[src/sv/scpf_pkg.sv]
package scpf_pkg;

  localparam int unsigned MaxPayload = 64;

  localparam logic [7:0] ADDR_BYTE = 8'hFF;
  localparam logic [7:0] LEN_EXTRA = 8'd2;

  // register indexes, decoded from paddr[2]
  localparam logic REG_SYNC_WORD   = 1'b0;
  localparam logic REG_PACKET_TYPE = 1'b1;

  // byte slots of one framed item, in send order
  localparam logic [3:0] SLOT_SC_HI  = 4'd0;
  localparam logic [3:0] SLOT_SC_LO  = 4'd1;
  localparam logic [3:0] SLOT_ADDR0  = 4'd2;
  localparam logic [3:0] SLOT_ADDR1  = 4'd3;
  localparam logic [3:0] SLOT_ADDR2  = 4'd4;
  localparam logic [3:0] SLOT_ADDR3  = 4'd5;
  localparam logic [3:0] SLOT_TYPE   = 4'd6;
  localparam logic [3:0] SLOT_LEN_HI = 4'd7;
  localparam logic [3:0] SLOT_LEN_LO = 4'd8;
  localparam logic [3:0] SLOT_DATA   = 4'd9;
  localparam logic [3:0] SLOT_CK_HI  = 4'd10;
  localparam logic [3:0] SLOT_CK_LO  = 4'd11;

  // everything the sender needs to put out the bytes of one request
  typedef struct packed {
    logic        hdr;
    logic        cks;
    logic [7:0]  data;
    logic [15:0] sync_word;
    logic [7:0]  ptype;
    logic [15:0] len;
    logic [15:0] sum;
  } job_t;

endpackage

[src/sv/scpf_framer.sv]
module scpf_framer (
  input  logic              clk_i,
  input  logic              rst_ni,
  input  logic              accept_i,
  input  logic [7:0]        payload_byte_i,
  input  logic [6:0]        payload_count_i,
  input  logic [15:0]       sync_word_i,
  input  logic [7:0]        packet_type_i,
  output logic              job_load_o,
  output scpf_pkg::job_t    job_o
);
  import scpf_pkg::*;

  logic [6:0]  pos_q, pos_d;
  logic [6:0]  size_q, size_d;
  logic [15:0] sum_q, sum_d;

  logic        first;
  logic        count_ok;
  logic [7:0]  len;
  logic [6:0]  size;
  logic [15:0] base;
  logic [15:0] sum;
  logic [6:0]  pos_nx;
  logic        last;

  always_comb begin
    first    = (pos_q == 7'd0);
    count_ok = (payload_count_i != 7'd0) && (payload_count_i <= 7'(MaxPayload));
    len      = {1'b0, payload_count_i} + LEN_EXTRA;
    size     = first ? payload_count_i : size_q;
    // length high byte is zero for any legal count, so both length bytes sum to len
    base     = first ? (16'(len) + 16'(packet_type_i)) : sum_q;
    sum      = base + 16'(payload_byte_i);
    pos_nx   = pos_q + 7'd1;
    last     = (pos_nx >= size);

    job_load_o = accept_i && (!first || count_ok);

    job_o.hdr       = first;
    job_o.cks       = last;
    job_o.data      = payload_byte_i;
    job_o.sync_word = sync_word_i;
    job_o.ptype     = packet_type_i;
    job_o.len       = 16'(len);
    job_o.sum       = sum;

    pos_d  = pos_q;
    size_d = size_q;
    sum_d  = sum_q;
    if (job_load_o) begin
      if (last) begin
        pos_d  = 7'd0;
        size_d = 7'd0;
        sum_d  = 16'd0;
      end else begin
        pos_d  = pos_nx;
        size_d = size;
        sum_d  = sum;
      end
    end
  end

  always_ff @(posedge clk_i or negedge rst_ni) begin
    if (!rst_ni) begin
      pos_q  <= 7'd0;
      size_q <= 7'd0;
      sum_q  <= 16'd0;
    end else begin
      pos_q  <= pos_d;
      size_q <= size_d;
      sum_q  <= sum_d;
    end
  end

endmodule

[src/sv/scpf_sender.sv]
module scpf_sender (
  input  logic              clk_i,
  input  logic              rst_ni,
  input  logic              job_load_i,
  input  scpf_pkg::job_t    job_i,
  output logic              in_ready_o,
  output logic              out_valid_o,
  input  logic              out_ready_i,
  output logic [7:0]        out_byte_o,
  output logic              run_last_o,
  output logic              packet_end_o
);
  import scpf_pkg::*;

  logic       job_vld_q, job_vld_d;
  job_t       job_q;
  logic [3:0] slot_q, slot_d;
  logic       out_vld_q, out_vld_d;
  logic [7:0] byte_q;
  logic       run_last_q;
  logic       pend_q;

  logic       adv;
  logic [3:0] last_slot;
  logic       job_done;
  logic [7:0] cur_byte;

  always_comb begin
    case (slot_q)
      SLOT_SC_HI:  cur_byte = job_q.sync_word[15:8];
      SLOT_SC_LO:  cur_byte = job_q.sync_word[7:0];
      SLOT_ADDR0:  cur_byte = ADDR_BYTE;
      SLOT_ADDR1:  cur_byte = ADDR_BYTE;
      SLOT_ADDR2:  cur_byte = ADDR_BYTE;
      SLOT_ADDR3:  cur_byte = ADDR_BYTE;
      SLOT_TYPE:   cur_byte = job_q.ptype;
      SLOT_LEN_HI: cur_byte = job_q.len[15:8];
      SLOT_LEN_LO: cur_byte = job_q.len[7:0];
      SLOT_DATA:   cur_byte = job_q.data;
      SLOT_CK_HI:  cur_byte = job_q.sum[15:8];
      SLOT_CK_LO:  cur_byte = job_q.sum[7:0];
      default:     cur_byte = job_q.data;
    endcase
  end

  always_comb begin
    adv        = !out_vld_q || out_ready_i;
    last_slot  = job_q.cks ? SLOT_CK_LO : SLOT_DATA;
    job_done   = job_vld_q && adv && (slot_q == last_slot);
    // take the next request while the final byte of this one moves out
    in_ready_o = !job_vld_q || job_done;

    job_vld_d = job_vld_q;
    slot_d    = slot_q;
    out_vld_d = out_vld_q;
    if (adv) begin
      out_vld_d = job_vld_q;
      if (job_vld_q) begin
        slot_d = slot_q + 4'd1;
      end
    end
    if (job_done) begin
      job_vld_d = 1'b0;
    end
    if (job_load_i) begin
      job_vld_d = 1'b1;
      slot_d    = job_i.hdr ? SLOT_SC_HI : SLOT_DATA;
    end
  end

  always_ff @(posedge clk_i or negedge rst_ni) begin
    if (!rst_ni) begin
      job_vld_q <= 1'b0;
      slot_q    <= SLOT_SC_HI;
      out_vld_q <= 1'b0;
    end else begin
      job_vld_q <= job_vld_d;
      slot_q    <= slot_d;
      out_vld_q <= out_vld_d;
    end
  end

  always_ff @(posedge clk_i) begin
    if (job_load_i) begin
      job_q <= job_i;
    end
    if (adv && job_vld_q) begin
      byte_q     <= cur_byte;
      run_last_q <= (slot_q == last_slot);
      pend_q     <= job_q.cks && (slot_q == SLOT_CK_LO);
    end
  end

  assign out_valid_o  = out_vld_q;
  assign out_byte_o   = byte_q;
  assign run_last_o   = run_last_q;
  assign packet_end_o = pend_q;

endmodule

[src/sv/sensor_command_packet_framer_core.sv]
// Channel      | Dir | tdata (low bit up)                         | tlast      | tuser
// -------------+-----+--------------------------------------------+------------+---------
// s_axis       | in  | payload_byte[7:0], payload_count[14:8]     | -          | -
// m_axis       | out | out_byte[7:0]                              | packet_end | run_last
// apb          | cfg | 0x0 sync_word[15:0], 0x4 packet_type[7:0]  | -          | -
//
// Each request puts out one byte per cycle while m_axis is ready: 1 byte mid-packet,
// 10 on the first byte of a packet, 3 on the last, 12 for a one-byte packet; the
// byte sequencer in the sender sets that figure. A request is taken in the cycle the
// previous one's last byte enters the output register, so requests flow back to back.
// A first byte with a count of 0 or above 64 is taken and dropped.
// Reset clears packet state and the output valid flag; no clearing pass.
// A stall on m_axis holds the output byte and, once the sequencer is full, s_axis.
module sensor_command_packet_framer_core (
  input  logic        clk_i,
  input  logic        rst_ni,
  input  logic        s_axis_tvalid_i,
  output logic        s_axis_tready_o,
  input  logic [15:0] s_axis_tdata_i,   // payload_byte[7:0], payload_count[14:8], 0
  output logic        m_axis_tvalid_o,
  input  logic        m_axis_tready_i,
  output logic [7:0]  m_axis_tdata_o,   // out_byte[7:0]
  output logic        m_axis_tlast_o,
  output logic        m_axis_tuser_o,   // run_last[0]
  input  logic        psel,
  input  logic        penable,
  input  logic        pwrite,
  input  logic [2:0]  paddr,
  input  logic [31:0] pwdata,
  output logic [31:0] prdata,
  output logic        pready
);
  import scpf_pkg::*;

  logic [15:0] sync_word_q;
  logic [7:0]  packet_type_q;
  logic        cfg_wr;
  logic        accept;
  logic        job_load;
  job_t        job;

  assign pready = 1'b1;
  assign cfg_wr = psel && penable && pwrite && pready;

  always_ff @(posedge clk_i or negedge rst_ni) begin
    if (!rst_ni) begin
      sync_word_q   <= 16'hEF01;
      packet_type_q <= 8'h01;
    end else if (cfg_wr) begin
      if (paddr[2] == REG_SYNC_WORD) begin
        sync_word_q <= pwdata[15:0];
      end else begin
        packet_type_q <= pwdata[7:0];
      end
    end
  end

  assign prdata = (paddr[2] == REG_PACKET_TYPE) ? {24'd0, packet_type_q}
                                                : {16'd0, sync_word_q};

  assign accept = s_axis_tvalid_i && s_axis_tready_o;

  scpf_framer u_framer (
    .clk_i           (clk_i),
    .rst_ni          (rst_ni),
    .accept_i        (accept),
    .payload_byte_i  (s_axis_tdata_i[7:0]),
    .payload_count_i (s_axis_tdata_i[14:8]),
    .sync_word_i     (sync_word_q),
    .packet_type_i   (packet_type_q),
    .job_load_o      (job_load),
    .job_o           (job)
  );

  scpf_sender u_sender (
    .clk_i        (clk_i),
    .rst_ni       (rst_ni),
    .job_load_i   (job_load),
    .job_i        (job),
    .in_ready_o   (s_axis_tready_o),
    .out_valid_o  (m_axis_tvalid_o),
    .out_ready_i  (m_axis_tready_i),
    .out_byte_o   (m_axis_tdata_o),
    .run_last_o   (m_axis_tuser_o),
    .packet_end_o (m_axis_tlast_o)
  );

endmodule

[config.mk]
export PLATFORM = sky130hd
export DESIGN_NAME = sensor_command_packet_framer_core
export DESIGN_NICKNAME = d
export VERILOG_FILES = /design/src/sv/scpf_pkg.sv /design/src/sv/scpf_framer.sv /design/src/sv/scpf_sender.sv /design/src/sv/sensor_command_packet_framer_core.sv
export SDC_FILE = /design/constraint.sdc
export NUM_CORES = 1
export LEC_CHECK = 0
export ABC_CLOCK_PERIOD_IN_PS = 3500
export CAP_MARGIN = 20
export CORE_ASPECT_RATIO = 0.7
export CORE_MARGIN = 4
export CORE_UTILIZATION = 30
export DETAILED_ROUTE_END_ITERATION = 8
export DONT_BUFFER_PORTS = 1
export PLACE_DENSITY = 0.54
export SYNTH_ARGS = -nofsm -noshare
export SYNTH_HDL_FRONTEND = slang
export SYNTH_SLANG_ARGS = --single-unit
[constraint.sdc]
create_clock -name clk_i -period 3.5 [get_ports clk_i]
set_input_delay 0.175 -clock clk_i [delete_from_list [all_inputs] [get_ports clk_i]]
set_output_delay 0.175 -clock clk_i [all_outputs]
set_load 0.01 [all_outputs]
==> flow_summary.ini, run 1 <==
[logic_synthesis]
synthArstFlopShare_pct = 47.2
yosys_warnings = 0
synthTopCellsByArea = edfxtp_1 30%, dfrtp_1 19%, ha_1 6.0%
synthDistinctLibCells = 65
yosysSeqAreaShare_pct = 53.0
dominantRegCellSynth = edfxtp_1
synth.top_cell.area_share_pct = 30.3
synth_edf_count = 67
synth-seq-cells = 127
synthCells = 558
avgSynthCellArea_sq_um = 11.9
synth_area_sq_um = 6650
yosysTopAreaCell = edfxtp_1

[die]
die_y_microns = 133
start_util_pct = 30.6
row_count = 45
dieArea_sq_um = 24600
ios = 103
die_w_microns = 186
core_area_sq_um = 21700

[global_routing]
first_global_vias = 4488
grt_util_all_layers_pct = 14.1
grt_pass1_wl_mm = 26.7
grt.overflow.total = 0
grt_start_max_net_pins = 61
antenna_found_initial = 1

[clock_tree]
h-tree-depth = 4
clk_latency_ns = 0.42
cts_buffers = 17
path_clk_slew_ns = 0.07
cts-root-buf = clkbuf_16
cts_tree = built
cts.sinks = 127
postCtsSetupBuffers = 0
clk_path_buf_depth = 2

[setup_path]
start_kind = flop
crit_type = flop to flop
end_kind = flop
worstPathRequired_ns = 3.85
crit_path_max_fanout = 15
arrival_ns = 3.66

[finish]
fin_nets = 696
final_util_pct = 36.4
layout_common_cells = 67 x edfxtp_1, 53 x nand2_1, 51 x dfrtp_1, 35 x mux2_2, 32 x ha_1
layout_commonest_cell = edfxtp_1
area_growth_pct = 19.1
fin_area_sq_um = 7920
antenna_cells = 0
layoutNonFillerInstCount = 899
drive_above_1_share_pct = 18.8

[pwr]
vdd_drop_max_mv = 0.413
p_leak_nw = 3.14
p_total_mw = 7.25
p_per_area_nw_per_um2 = 915

[timing]
max_freq_ghz = 0.302
final.min_clock_period_ns = 3.31
setup_tns_ns = 0
worst_pin_slew_ns = 0.967
fin_hold_ws_ns = 0.00784
drv_slew = 0
setup_viol = 0
slew_headroom_pct = 35.2
skew_ns = 0.00987
setup_slack_ns = 0.193
fin_crit_sh_pct = 94.5
rsz0062_at_grt = false
hold_violations = 0

[placed_design]
dp_slack_ns = 0.0640
placed_cells = 839
place_congestion = 0.860
dp_hpwl_mm = 12.8
placed_area_sq_um = 7030
io_buffers = 0

[drt]
wl_mm = 17.6
viasPerCell = 5.12
ant_nets = 0
drt_iter0_markers = 433
routedWlPerCell_microns = 19.5
firstDrtPassIters = 6
vias = 4600
drc = 0

[outcome]
status = finished clean

[min_path]
hold_class = input port to flop

[run]
cap_viol_max_count = 0
==> path summary, 6_finish.rpt <==
path / start / to / slack, ns / depth (start not counted)
max: u_framer.pos_q[1] / u_framer.sum_q[10] / 0.19 / 13
min: s_axis_tdata_i[0] / u_sender.job_q[0] / 0.008 / 1
max reg2reg: u_framer.pos_q[1] / u_framer.sum_q[10] / 0.19 / 13
min reg2reg: sync_word_q[6] / u_sender.job_q[46] / 0.48 / 0
max in group asynchronous: rst_ni / sync_word_q[15] / 2.89 / 2
min in group asynchronous: rst_ni / packet_type_q[7] / 0.30 / 2
==> state kept, by name (all words and copies together) (netlist names), 4 cells and up <==
register,cells
packet_type_q,8
sync_word_q,16
u_framer.pos_q,7
u_framer.size_q,7
u_framer.sum_q,16
u_sender.job_q,57
u_sender.out_byte_o,8
u_sender.slot_q,4
==> per-layer routing <==
| metal | global-route usage [%] | wire length (microns) | vias up |
|---|---|---|---|
| li1 | - | - | 2158 |
| met1 | 22.6 | 8780 | 2259 |
| met2 | 18.3 | 6960 | 170 |
| met3 | 5.00 | 1720 | 13 |
| met4 | 2.22 | 99 | 0 |
| met5 | 0 | 0 | - |
==> synthesized netlist by cell type, drive strengths merged, types with 9 or more instances <==
cell type / n
edfxtp: 67
nand2: 54
dfrtp: 51
mux2: 35
o21ai: 34
ha: 32
buf: 28
a21oi: 22
a22o: 22
nor2: 20
xnor2: 18
nand3: 16
nor2b: 13
inv: 12
clkbuf: 11
xor2: 10
a21o: 9
dfstp: 9
==> layout make-up <==
type                       instances  area [sq um]
clock buffer                      17           425
fill                            2111         13800
sequential                       127          3520
multi-input combinational        395          2920
tap                              282           353
clock inverter                    15           138
timing repair buffer              51           508
inverter                          12          45.0
==> kinds of logic after synthesis <==
| family | Yosys count | share of synthesized area, % |
|---|---|---|
| other cells | 2 | 0.113 |
| fa+ha+maj | 34 | 6.63 |
| buf+inv | 51 | 4.22 |
| compound gates | 138 | 15.0 |
| flops | 127 | 53.0 |
| mux | 40 | 6.68 |
| xor+xnor | 28 | 3.69 |
| simple gates | 138 | 10.6 |
==> power by group <==
part           switching [mW]  leakage (nW)  internal, mW  total (mW)
registers               0.274          1.36          2.12        2.40
logic                    1.87          1.51          1.27        3.14
clock network           0.762         0.279         0.943        1.70
==> critical path: stages, from the launching register on <==
cell,delay (ns)
dfrtp_1,0.41
inv_1,0.09
ha_1,0.16
nor4b_4,0.28
nand2_2,0.19
buf_4,0.26
mux2i_2,0.23
ha_1,0.29
a21o_1,0.17
a31oi_1,0.25
o21ai_2,0.17
or3_1,0.40
a31o_1,0.21
a21oi_1,0.13
==> timing repair <==
item                       4_1_cts  5_1_grt
setup endpoints to repair        0       31
gates resized for setup          0        9
hold endpoints to repair        94        0
hold buffers                    28        0
(Power assumes the default switching activity.)
==> inputs of run 2 (changes only) <==
--- a/config.mk
+++ b/config.mk
@@ -9,10 +9,12 @@
 export CAP_MARGIN = 20
 export CORE_ASPECT_RATIO = 0.7
 export CORE_MARGIN = 4
-export CORE_UTILIZATION = 30
+export CORE_UTILIZATION = 55
 export DETAILED_ROUTE_END_ITERATION = 8
 export DONT_BUFFER_PORTS = 1
-export PLACE_DENSITY = 0.54
+export GPL_TIMING_DRIVEN = 0
+export PLACE_DENSITY = 0.82
+export SETUP_SLACK_MARGIN = 0.5
 export SYNTH_ARGS = -nofsm -noshare
 export SYNTH_HDL_FRONTEND = slang
 export SYNTH_SLANG_ARGS = --single-unit
==> run 2 against run 1 <==
Non-clock buffer count up 74. Cell count down 5.6%. Power up 24%. Via count up 17%. Flip-flop and latch count unchanged. Hold slack better by 0.0018 ns. Die area down 43%. Critical path depth unchanged. Critical endpoint is now u_framer.sum_q[15]. Largest cell class unchanged. Largest power group unchanged. Highest routed layer is now met5.
==> flow_summary.ini, run 2 (same netlist as run 1, synthesis figures left out) <==
[die]
core_area_sq_um = 11800
dieArea_sq_um = 13900
start_util_pct = 56.5
die_y_microns = 100
row_count = 33
die_w_microns = 139
ios = 103

[placed_design]
placed_area_sq_um = 6940
place_congestion = 0.945
dp_hpwl_mm = 12.0
io_buffers = 0

[finish]
drive_above_1_share_pct = 35.2
layout_common_cells = 67 x edfxtp_1, 59 x buf_4, 49 x dfrtp_1, 42 x nand2_1, 35 x mux2_2
area_growth_pct = 33.8
layout_commonest_cell = edfxtp_1
regMostFlops = u_sender.job_q
fin_nets = 770
largest_register_ffs = 57
fin_area_sq_um = 8890
reg.largest.list = u_sender.job_q x57, sync_word_q x16, u_framer.sum_q x16

[pwr]
p_seq_share_pct = 27.3
p_per_area_nw_per_um2 = 1010
p_leak_nw = 3.59
power_frac_comb_pct = 53.8
internal_power_mw = 5.48
vdd_drop_max_mv = 0.831
p_clk_share_pct = 18.8
switchingPower_mw = 3.53
p_sw_share_pct = 39.2
p_total_mw = 9.00

[timing]
hold_violations = 0
skew_ns = 0.0115
final.min_clock_period_ns = 3.35
slew_headroom_pct = 38.8
setup_tns_ns = 0
drv_slew = 0
fin_crit_sh_pct = 95.6
max_freq_ghz = 0.299
fin_hold_ws_ns = 0.00959
rsz0062_at_grt = true
setup_viol = 0
worst_pin_slew_ns = 0.903

[drt]
routedWlPerCell_microns = 24.0
drt_iter0_markers = 640
ant_nets = 0
viasPerCell = 6.36
drc = 0
firstDrtPassIters = 8
vias = 5397
wl_mm = 20.4

[clock_tree]
cts_buffers = 17
clk_latency_ns = 0.42
path_clk_slew_ns = 0.05
clk_path_buf_depth = 2
h-tree-depth = 4
cts-root-buf = clkbuf_16
cts.sinks = 127
cts_tree = built

[outcome]
status = finished clean

[global_routing]
grt_util_all_layers_pct = 27.9
grt.overflow.total = 0
antenna_found_initial = 2
first_global_vias = 5206
grt_pass1_wl_mm = 29.5
grt_start_max_net_pins = 67

[setup_path]
reg2reg_depth = 13
cp-endpoint = u_framer.sum_q[15]
start_kind = flop
crit_type = flop to flop
crit_path_max_fanout = 4
reg2reg_from = packet_type_q[2]
end_kind = flop
arrival_ns = 3.65
r2r-end = u_framer.sum_q[15]
ff2ff_setup_slack_ns = 0.15
startpoint = packet_type_q[2]
worstPathRequired_ns = 3.80

[min_path]
hold_class = input port to flop

[run]
cap_viol_max_count = 0
run 2: changes by cell type in the layout (fill, tap and decap cells not counted), sizes merged:
cell         change
buf             +61
clkbuf          +20
inv             -13
clkinv           +4
dlygate4sd3      +2
bufinv           +1
clkinvlp         -1
diode            +1
run 2: worst min-delay path by stage:
stage / start / to / slack, ns / cells after the start
2_1_floorplan: rst_ni / packet_type_q[1] / -0.12 / 0
3_5_place_dp: rst_ni / u_sender.out_valid_o / -0.12 / 0
3_3_place_gp: rst_ni / u_sender.out_valid_o / -0.12 / 0
5_1_grt: s_axis_tdata_i[9] / u_framer.size_q[1] / 0.03 / 2
4_1_cts: s_axis_tdata_i[10] / u_framer.size_q[2] / 0.004 / 2
6_report: s_axis_tdata_i[9] / u_framer.size_q[1] / 0.01 / 2
run 2: layout make-up:
| cell class | instances | area, sq um |
|---|---|---|
| plain buffers | 39 | 289 |
| inverters | 12 | 45.0 |
| repair buffers | 86 | 855 |
| clock buffers | 26 | 509 |
| diodes | 1 | 2.50 |
| well taps | 157 | 196 |
| multi-input cells | 395 | 3410 |
| fillers | 671 | 2880 |
| clock inverters | 6 | 58.8 |
| flip-flops and latches | 127 | 3530 |
run 2: timing repair:
| item | CTS | global route |
|---|---|---|
| resized for setup | 71 | 66 |
| pin swaps | 50 | 55 |
| buffers inserted | 35 | 18 |
| endpoints found under the setup margin | 37 | 42 |
| gates cloned | 2 | 1 |
| hold buffers | 28 | 2 |
| endpoints found under the hold margin | 95 | 2 |
run 2: power by group through the flow:
stage,combinational (mW),clock [mW],sequential (mW)
floorplan,2.21,0,2.34
global placement,2.74,0,2.42
detailed placement,2.87,0,2.44
CTS,4.02,1.70,2.42
global route,5.12,1.79,2.49
finish,4.85,1.70,2.46
run 2: per-layer routing:
layer / track usage (%) / routed length [microns] / vias up
met5: 0 / 13 / -
met4: 7.29 / 550 / 2
met3: 9.62 / 2720 / 66
met2: 44.1 / 9470 / 373
met1: 37.4 / 7600 / 2648
li1: - / - / 2308
run 2: metrics by stage:
step | setup slack [ns] | instances | utilization (%)
global route | 0.00999 | 849 | 75.5
floorplan | 0.412 | 573 | -
CTS | 0.310 | 827 | 71.7
finish | 0.153 | 849 | 75.5
detailed placement | -0.0971 | 730 | 59.0
global placement | -0.00300 | 730 | 59.0
run 2: worst max-delay path, stage by stage, from the launching register on:
cell	delay, ns
dfrtp_1	0.43
ha_1	0.41
a21oi_2	0.25
o21bai_1	0.11
a21oi_1	0.23
xor2_1	0.17
o21ai_0	0.10
ha_1	0.35
nand3_1	0.08
o31a_1	0.40
buf_6	0.16
a21oi_4	0.19
o21ai_2	0.09
a32o_1	0.25
==> inputs of run 3 (changes only) <==
--- a/config.mk
+++ b/config.mk
@@ -13,7 +13,7 @@
 export DETAILED_ROUTE_END_ITERATION = 8
 export DONT_BUFFER_PORTS = 1
 export GPL_TIMING_DRIVEN = 0
-export PLACE_DENSITY = 0.82
+export PLACE_DENSITY_LB_ADDON = 0.12
 export SETUP_SLACK_MARGIN = 0.5
 export SYNTH_ARGS = -nofsm -noshare
 export SYNTH_HDL_FRONTEND = slang
==> run 3 against run 2 <==
Core utilization shrank 1.9 points. Register-to-register slack lost 0.02 ns. Combinational power decreased by 6.6%. Largest power group unchanged. Fmax fell by 0.48%. Routed wire length fell by 9.0%. Largest cell class unchanged. Sequential share of layout area up 1.0 points. First-iteration DRC count decreased by 31%. Cell count shrank 2.1%. Hold slack improved by 0.013 ns. Final area shrank 2.4%.
==> flow_summary.ini, run 3 (same netlist as run 1, synthesis figures left out) <==
[outcome]
status = finished clean

[global_routing]
grt_start_max_net_pins = 67
grt_pass1_wl_mm = 27.6
first_global_vias = 4928
grt.overflow.total = 0
antenna_found_initial = 0
grt_util_all_layers_pct = 26.1

[pwr]
p_clk_share_pct = 20.6
p_leak_nw = 3.48
internal_power_mw = 5.36
vdd_drop_max_mv = 0.659
p_per_area_nw_per_um2 = 1010
power_frac_comb_pct = 51.7
p_seq_share_pct = 27.8
switchingPower_mw = 3.40
p_sw_share_pct = 38.8
p_total_mw = 8.76

[die]
row_count = 33
start_util_pct = 56.5
die_w_microns = 139
dieArea_sq_um = 13900
die_y_microns = 100
core_area_sq_um = 11800
ios = 103

[placed_design]
place_congestion = 0.869
placed_area_sq_um = 6940
io_buffers = 0
dp_hpwl_mm = 11.9
placed_cells = 730
dp_slack_ns = -0.0681

[timing]
worst_pin_slew_ns = 0.885
fin_hold_ws_ns = 0.0228
setup_tns_ns = 0
hold_violations = 0
setup_slack_ns = 0.136
skew_ns = 0.00869
final.min_clock_period_ns = 3.36
slew_headroom_pct = 40.4
drv_slew = 0
setup_viol = 0
fin_crit_sh_pct = 96.1
max_freq_ghz = 0.297
rsz0062_at_grt = true

[drt]
viasPerCell = 6.11
drt_iter0_markers = 440
wl_mm = 18.5
firstDrtPassIters = 7
vias = 5076
routedWlPerCell_microns = 22.3
drc = 0
ant_nets = 0

[clock_tree]
cts-root-buf = clkbuf_16
h-tree-depth = 4
clk_latency_ns = 0.42
cts_buffers = 17
cts.sinks = 127
clk_path_buf_depth = 2
path_clk_slew_ns = 0.06
cts_tree = built

[setup_path]
crit_type = flop to flop
crit_path_max_fanout = 8
ff2ff_setup_slack_ns = 0.14
worstPathRequired_ns = 3.80
start_kind = flop
end_kind = flop
arrival_ns = 3.66

[min_path]
hold_class = input port to flop

[finish]
fin_nets = 753
reg.largest.list = u_sender.job_q x57, sync_word_q x16, u_framer.sum_q x16
fin_area_sq_um = 8670
nFillCells = 762
drive_above_1_share_pct = 33.1
layout_commonest_cell = edfxtp_1
largest_register_ffs = 57
regMostFlops = u_sender.job_q
area_growth_pct = 30.5
final_util_pct = 73.7
layoutNonFillerInstCount = 831
antenna_cells = 0
layout_common_cells = 67 x edfxtp_1, 49 x dfrtp_1, 48 x buf_4, 46 x nand2_1, 35 x mux2_2

[run]
cap_viol_max_count = 0
run 3: timing repair:
item	in CTS	in global routing
setup buffers	26	11
gates cloned	0	2
hold endpoints to repair	97	1
pin swaps	43	37
gates resized for setup	43	75
setup endpoints to repair	37	42
hold buffers	29	1
run 3: path summary, 6_finish.rpt:
check                              startpoint                  to  cells past startpoint
setup / recovery            u_framer.pos_q[0]  u_framer.sum_q[13]                     16
hold / removal             s_axis_tdata_i[11]  u_framer.size_q[3]                      2
setup reg to reg            u_framer.pos_q[0]  u_framer.sum_q[13]                     16
hold reg to reg                sync_word_q[6]  u_sender.job_q[46]                      0
max in group asynchronous              rst_ni     sync_word_q[13]                      2
min in group asynchronous              rst_ni  u_framer.size_q[4]                      2
run 3: layout make-up:
| type | instances | area, sq um | area share (%) |
|---|---|---|---|
| plain buffers | 39 | 298 | 3.43 |
| repair buffers | 69 | 674 | 7.78 |
| well taps | 157 | 196 | 2.27 |
| clock inverters | 13 | 134 | 1.54 |
| clock buffers | 19 | 475 | 5.48 |
| multi-input cells | 395 | 3320 | 38.3 |
| inverters | 12 | 45.0 | 0.519 |
| flip-flops and latches | 127 | 3530 | 40.7 |
run 3: layer usage:
layer  wire length [microns]  vias up  GRT usage, %
li1                        -     2260             -
met1                    8040     2508          37.6
met2                    8280      277          37.8
met3                    1870       31          9.29
met4                     340        0          6.84
met5                       0        -             0
run 3: power by group through the flow:
stage                     sequential, mW  combinational [mW]  clock [mW]
after floorplan                     2.34                2.21           0
after global placement              2.43                2.82           0
after detailed placement            2.44                2.90           0
after CTS                           2.41                3.60        1.82
after global routing                2.47                4.82        1.90
final                               2.43                4.53        1.80
run 3: worst max-delay path, stage by stage, from the launching register on:
cell and delay, ns:
dfrtp_2 0.41, inv_2 0.07, ha_4 0.13, nor4b_4 0.33, nand2_2 0.14, buf_8 0.16
clkbuf_16 0.16, nand2_2 0.07, o21ai_1 0.07, ha_1 0.30, o21a_1 0.19, a211oi_2 0.11
o31a_1 0.40, buf_4 0.17, a21boi_4 0.18, o21ai_2 0.08, a32o_2 0.25
